===== config.mk =====
export PLATFORM = sky130hd
export DESIGN_NAME = fsa_mul
export DESIGN_NICKNAME = d
export VERILOG_FILES = /design/src/fsa_pkg.sv /design/src/fsa_mul.sv
export SDC_FILE = /design/constraint.sdc
export NUM_CORES = 2
export LEC_CHECK = 0
export BUFFER_PORTS_ARGS = -buffer_cell sky130_fd_sc_hd__buf_2
export CORE_MARGIN = 2
export CORE_UTILIZATION = 40
export DETAILED_ROUTE_END_ITERATION = 16
export PLACE_DENSITY_LB_ADDON = 0.05
export RECOVER_POWER = 25
export SETUP_SLACK_MARGIN = 0.4
export SKIP_CTS_REPAIR_TIMING = 1
export SKIP_LAST_GASP = 1
export SLEW_MARGIN = 10
export SYNTH_ARGS = -nofsm -noshare
export SYNTH_HDL_FRONTEND = slang
export SYNTH_SLANG_ARGS = --single-unit
export TNS_END_PERCENT = 30

===== constraint.sdc =====
create_clock -name clk -period 25.7 [get_ports clk]
set_input_delay 6.425 -clock clk [delete_from_list [all_inputs] [get_ports clk]]
set_output_delay 6.425 -clock clk [all_outputs]
set_load 0.02 [all_outputs]

===== src/fsa_pkg.sv =====
package fsa_pkg;

  localparam int ACT_W  = 2;
  localparam int PAIR_W = 12;
  localparam int ORB_W  = 6;
  localparam int VAL_W  = 48;
  localparam int ACC_W  = 64;
  localparam int MODE_W = 2;

  // operand widths of the shared multiplier (sign-magnitude)
  localparam int XMAG_W = 50;
  localparam int YMAG_W = 48;
  localparam int PROD_W = XMAG_W + YMAG_W;

  typedef enum logic [ACT_W-1:0] {
    ACT_LOAD     = 2'd0,
    ACT_INTEGRAL = 2'd1,
    ACT_READ     = 2'd2,
    ACT_NONE     = 2'd3
  } action_t;

  localparam logic [MODE_W-1:0] MODE_UNRESTRICTED = 2'd2;

  typedef enum logic [3:0] {
    ST_CLEAR,
    ST_IDLE,
    ST_READ,
    ST_PERM,
    ST_DRD,
    ST_DWAIT,
    ST_MUL,
    ST_RND,
    ST_UPD
  } state_t;

  // contribution being worked on within one permutation
  typedef enum logic [1:0] {
    TERM_J,
    TERM_KA,
    TERM_KB
  } term_t;

endpackage


===== src/fsa_mul.sv =====
module fsa_mul (
  input  logic                        clk,
  input  logic                        rst_n,
  input  logic                        start,
  input  logic [fsa_pkg::XMAG_W-1:0]  x_mag,
  input  logic [fsa_pkg::YMAG_W-1:0]  y_mag,
  output logic                        done,
  output logic [fsa_pkg::PROD_W-1:0]  product
);
  import fsa_pkg::*;

  localparam int XH = XMAG_W / 2;
  localparam int YH = YMAG_W / 2;

  logic [XMAG_W-1:0] x_r;
  logic [YMAG_W-1:0] y_r;
  logic [PROD_W-1:0] acc_r, acc_nxt;
  logic [1:0]        step_r;
  logic              busy_r;
  logic              done_r;
  logic [XH-1:0]     x_part;
  logic [YH-1:0]     y_part;
  logic [XH+YH-1:0]  pp;
  logic [PROD_W-1:0] pp_shift;

  // one 25x24 partial product per cycle, four partial products per product
  always_comb begin
    x_part   = step_r[1] ? x_r[XMAG_W-1:XH] : x_r[XH-1:0];
    y_part   = step_r[0] ? y_r[YMAG_W-1:YH] : y_r[YH-1:0];
    pp       = XH'(x_part) * YH'(y_part);
    pp_shift = PROD_W'(pp) << ((step_r[1] ? XH : 0) + (step_r[0] ? YH : 0));
    acc_nxt  = acc_r + pp_shift;
  end

  always_ff @(posedge clk) begin
    if (!rst_n) begin
      busy_r <= 1'b0;
      done_r <= 1'b0;
      step_r <= '0;
    end else begin
      done_r <= 1'b0;
      if (start) begin
        busy_r <= 1'b1;
        step_r <= '0;
      end else if (busy_r) begin
        step_r <= step_r + 2'd1;
        if (step_r == 2'd3) begin
          busy_r <= 1'b0;
          done_r <= 1'b1;
        end
      end
    end
  end

  always_ff @(posedge clk) begin
    if (start) begin
      x_r   <= x_mag;
      y_r   <= y_mag;
      acc_r <= '0;
    end else if (busy_r) begin
      acc_r <= acc_nxt;
    end
  end

  assign done    = done_r;
  assign product = acc_r;

endmodule


After elaboration in Yosys (flattened, before gate mapping)
Cells that the tools add are included.
- $add $sub $neg: 3
- $mul: 1
- eq/ne operators: 1
- shift-type cells: 1
- muxes and demuxes: 8
- bitwise logic cells: 2
- reductions and logical operators: 2
- operators with widths (cell ; count):
    adder 98 bit ; 1
    << shifter 49 x 6 -> 98 bit ; 1
    multiplier 25 x 24 -> 49 bit ; 1
    two-way mux 25 bit ; 1
    two-way mux 24 bit ; 1
    two-way mux 5 bit ; 2
    adder 5 x 5 -> 6 bit ; 1
    two-way mux 1 bit ; 4
    OR reduction 3 bit ; 1
    adder 2 x 1 -> 2 bit (second input constant) ; 1
    equality test 2 bit (second input constant) ; 1
    inverter 1 bit ; 2
    OR reduction 2 bit ; 1
- register bits after elaboration: 200
- bits of input ports: 101
- output and inout port bits: 99
- logic and storage cells: 24

Logic depth before layout (Yosys ltp)
- word-level depth: 4
- gate-level depth with buffers: 44

Worst setup path after synthesis
No wires, ideal clock.
- path type: flip-flop to flip-flop
- start point: register step_r[1]
- end point: register acc_r[79] (netlist: product[79])
- setup time: 122 ps
- data arrival time: 11319 ps
- data required time: 25578 ps
- slack: 14259 ps
- stages on the path, launching flop included: 40
- path buffers: 6
- period minus slack after synthesis: 11441 ps
- cells stage by stage: dfxtp_1 -> clkbuf_1 -> buf_1 -> clkbuf_1 -> clkbuf_1 -> mux2i_1 -> clkbuf_1 -> nor2_1 -> fa_1 -> fa_1 -> inv_1 -> fa_1 -> inv_1 -> fa_1 -> ha_1 -> fa_1 -> inv_1 -> fa_1 -> [... 4 more ...] -> o31ai_4 -> o21bai_4 -> a2111oi_2 -> nor3_4 -> xnor2_1 -> mux4_2 -> mux4_2 -> ha_1 -> clkbuf_1 -> nand4_1 -> or3_1 -> a41oi_1 -> a21oi_1 -> a2111oi_2 -> nor2_1 -> o21ba_2 -> o2111a_1 -> a221o_1
- cells in the longest elaborated chain, start to end: 4
- RTL lines (what ; RTL line ; text):
    start, declared ; fsa_mul.sv:18 ; logic [1:0] step_r;
    start signal, assigned ; fsa_mul.sv:46 ; step_r <= step_r + 2'd1;
    two-way mux 25 bit or two-way mux 5 bit (tied branches) ; fsa_mul.sv:28, fsa_mul.sv:31 ;
    multiplier 25 x 24 -> 49 bit or adder 5 x 5 -> 6 bit (tied branches) ; fsa_mul.sv:30, fsa_mul.sv:31 ;
    << shifter 49 x 6 -> 98 bit (*) ; fsa_mul.sv:31 ; pp_shift = PROD_W'(pp) << ((step_r[1] ? XH : 0) + (step_r[0] ? YH : 0));
    adder 98 bit (*) ; fsa_mul.sv:32 ; acc_nxt = acc_r + pp_shift;
    end signal, assigned ; fsa_mul.sv:61 ; acc_r <= acc_nxt;
    end, declared ; fsa_mul.sv:17 ; logic [PROD_W-1:0] acc_r, acc_nxt;
Mark *: on every way between the ends. The rest lies on a longest branch, timed or not.
A chain may end at the register's enable or synchronous reset.

Final worst setup path
- start point: register step_r[0]
- end point: register acc_r[79] (netlist: product[79])
- cells in the longest elaborated chain, start to end: 4
- RTL lines (what ; RTL line):
    two-way mux 24 bit or two-way mux 5 bit (tied branches) ; fsa_mul.sv:29, fsa_mul.sv:31
    multiplier 25 x 24 -> 49 bit or adder 5 x 5 -> 6 bit (tied branches) ; fsa_mul.sv:30, fsa_mul.sv:31
    << shifter 49 x 6 -> 98 bit (*) ; fsa_mul.sv:31
    adder 98 bit (*) ; fsa_mul.sv:32
Marked as above.

==> results.py <==
metrics = {
    "die": {
        "core-area_mm2": 0.0897,
        "die-area_mm2": 0.0928,
        "boundaryPins": 200,
        "num_rows": 110,
        "die_h_um": 305,
        "initial_core_util_pct": 40.3,
        "die_x_um": 305,
    },
    "finish": {
        "final_cell_area_mm2": 0.0388,
        "area_growth_pct": 7.29,
        "layout_common_cells": "inv_1, nand2_1, nor2_1, fa_1, ha_1",
        "fill_cells": 9198,
        "num_antenna_cells": 0,
        "stdcell_count": 5583,
        "multi_input_area_mm2": 0.0279,
        "final-seq-area_mm2": 0.00499,
        "final_common_cell": "inv_1",
        "drive_gt1_share_pct": 9.44,
        "finish.net_count": 5275,
    },
    "critical_path": {
        "rr_endpoint": "product[79]",
        "end_kind": "flip-flop",
        "crit_buf_inv": 6,
        "cpMostUsedCell": "fa_1",
        "crit_cells": 36,
        "ff2ff_path_depth": 36,
        "worstSetupPathType": "reg -> reg",
        "slowest_delay_ns": 0.83,
        "cpMaxStageDelayCell": "mux2_2",
        "critical-path-top-delay-family": "compound AO/OA/AOI/OAI gates",
        "required_ns": 26.13,
        "start_kind": "flip-flop",
        "crit_path_end": "product[79]",
        "crit_path_start": "step_r[0]",
        "path_max_fanout": 34,
        "arrival_ns": 13.55,
        "r2r_slack_ns": 12.58,
        "timing.rr.start": "step_r[0]",
    },
    "routing": {
        "wl_per_cell_um": 23.6,
        "drc": 0,
        "drt_iter0_markers": 2185,
        "antenna_left": 0,
        "vias": 31056,
        "post_drt_via_cell_ratio": 5.56,
        "drt-pass1-iter-count": 6,
        "wl_um": 132000,
    },
    "synthesis": {
        "syn_inst": 4352,
        "post_synth_num_cell_types": 96,
        "yosys_warnings": 0,
        "ys_seq_area_share_pct": 13.8,
        "synth_fp_nets": 5233,
        "ys_seq_elements": 200,
        "synth_ff_type": "dfxtp_1",
        "synth_top_area_share_pct": 28.0,
        "synth.largest_area_cell": "fa_1",
        "avgSynthCellArea_um2": 8.30,
        "synth_edf_count": 98,
        "synth.area.top_cells": "fa_1, ha_1, edfxtp_1",
        "ys_async_sr_fraction_pct": 0,
        "netlist_area_mm2": 0.0361,
    },
    "clock_tree": {
        "htree_num_levels": 4,
        "clk_pin_slew_ns": 0.09,
        "insertion_delay_ns": 0.54,
        "numCtsBuffers": 17,
        "clkSinkCount": 200,
        "clockBufferDepth": 2,
        "cts_root_buf": "clkbuf_16",
        "cts_tree": "built",
    },
    "sta": {
        "drv_slew": 0,
        "skew_ns": 0.0197,
        "postLayoutSetupSlackWorst_ns": 12.58,
        "tightest_slew_ns": 1.21,
        "period_needed_ns": 13.12,
        "setup_viol": 0,
        "finalCritPeriodShare_pct": 51.1,
        "max_clock_freq_mhz": 76.2,
        "hold_viol_final": 0,
        "rsz0062_at_grt": "false",
        "fin_tns_setup_ns": 0,
        "relSlewSlack_pct": 18.8,
    },
    "global_routing": {
        "grt_first_pass_wirelength_um": 202000,
        "antenna_found_initial": 3,
        "grt.total_usage_pct": 28.7,
        "gr-total-overflow": 0,
        "grt_pass1_vias": 31945,
        "grt_start_max_net_pins": 72,
    },
    "min_path": {
        "min_from": "product[90]",
        "hold_path_class": "reg -> reg",
    },
    "run_status": {
        "status": "complete, no violations",
    },
    "placement": {
        "gp_congestion": 0.970,
        "place_hpwl_um": 107000,
        "port_buffers": 199,
        "dp_cells": 5551,
        "place_ws_ns": 12.84,
        "place_area_mm2": 0.0382,
    },
    "job": {
        "drv_cap": 0,
    },
}
==> cells by family after synthesis <==
logic type               share of synthesized area, %
multiplexers                                     5.67
adder cells (fa/ha/maj)                          37.5
XOR/XNOR                                         2.79
AO/OA/AOI/OAI                                    14.2
buffers and inverters                            9.19
AND/OR/NAND/NOR                                  16.8
flip-flops                                       13.8
==> worst min path at each step <==
stage | end | slack [ns] | cells past startpoint
after detailed placement | product[90] | 0.48 | 2
after global routing | product[59] | 0.53 | 2
after global placement | product[58] | 0.48 | 2
final | product[90] | 0.48 | 2
after floorplan | product[90] | 0.55 | 2
after CTS | product[90] | 0.49 | 2
==> registers in the layout, summed over array words and instances, names as in the netlist <==
name,count
busy_r,1
done,1
product,98
step_r,2
x_r,50
y_r,48
==> final cells by class <==
type	instances	share of cell area (%)
Timing Repair Buffer	259	3.70
Inverter	645	6.24
Tap cell	1176	3.79
Clock inverter	15	0.358
Sequential cell	200	12.9
Multi-Input combinational cell	3271	71.9
Clock buffer	17	1.10
==> stage by stage <==
stage / util (%) / hold slack (ns)
3_5_place_dp: 42.6 / 0.477
5_1_grt: 43.2 / 0.526
3_3_place_gp: 42.6 / 0.476
6_report: 43.2 / 0.483
2_1_floorplan: - / 0.548
4_1_cts: 43.2 / 0.490
==> synthesized netlist by cell type, types with 12 or more instances <==
master / n
o211ai_1: 27
o21a_1: 39
and3_1: 20
edfxtp_1: 98
o21bai_1: 33
o21ai_0: 162
ha_1: 275
nand2_1: 559
buf_1: 12
mux2i_1: 109
inv_1: 641
xor2_1: 40
or3_1: 17
nor2b_1: 18
fa_1: 505
a211oi_1: 31
o31ai_1: 18
nand4_1: 71
clkbuf_1: 212
a31oi_1: 21
mux4_2: 12
a21oi_1: 240
nand2b_1: 12
xnor2_1: 75
dfxtp_1: 102
nor3_1: 66
or2_2: 15
nand3_1: 39
nor2_1: 514
a21o_1: 68
and2_1: 23
mux2_2: 58
==> layer usage <==
| metal | GRT usage, % | up-vias | share of wire, % |
|---|---|---|---|
| met2 | 48.3 | 874 | 48 |
| met4 | 10.6 | 0 | 3.8 |
| met3 | 3.60 | 186 | 4.6 |
| met1 | 37.8 | 15556 | 44 |
| li1 | - | 14440 | - |
| met5 | 0 | - | 0 |
==> tightest hold or removal path, stage by stage, from the launching register on <==
cell and delay (ns):
dfxtp_1 0.33, nand2_1 0.06, o31ai_1 0.05
Power is left out: the tool's default activity adds up to more than one toggle a clock period on the data nets, which glitch-free logic cannot reach.
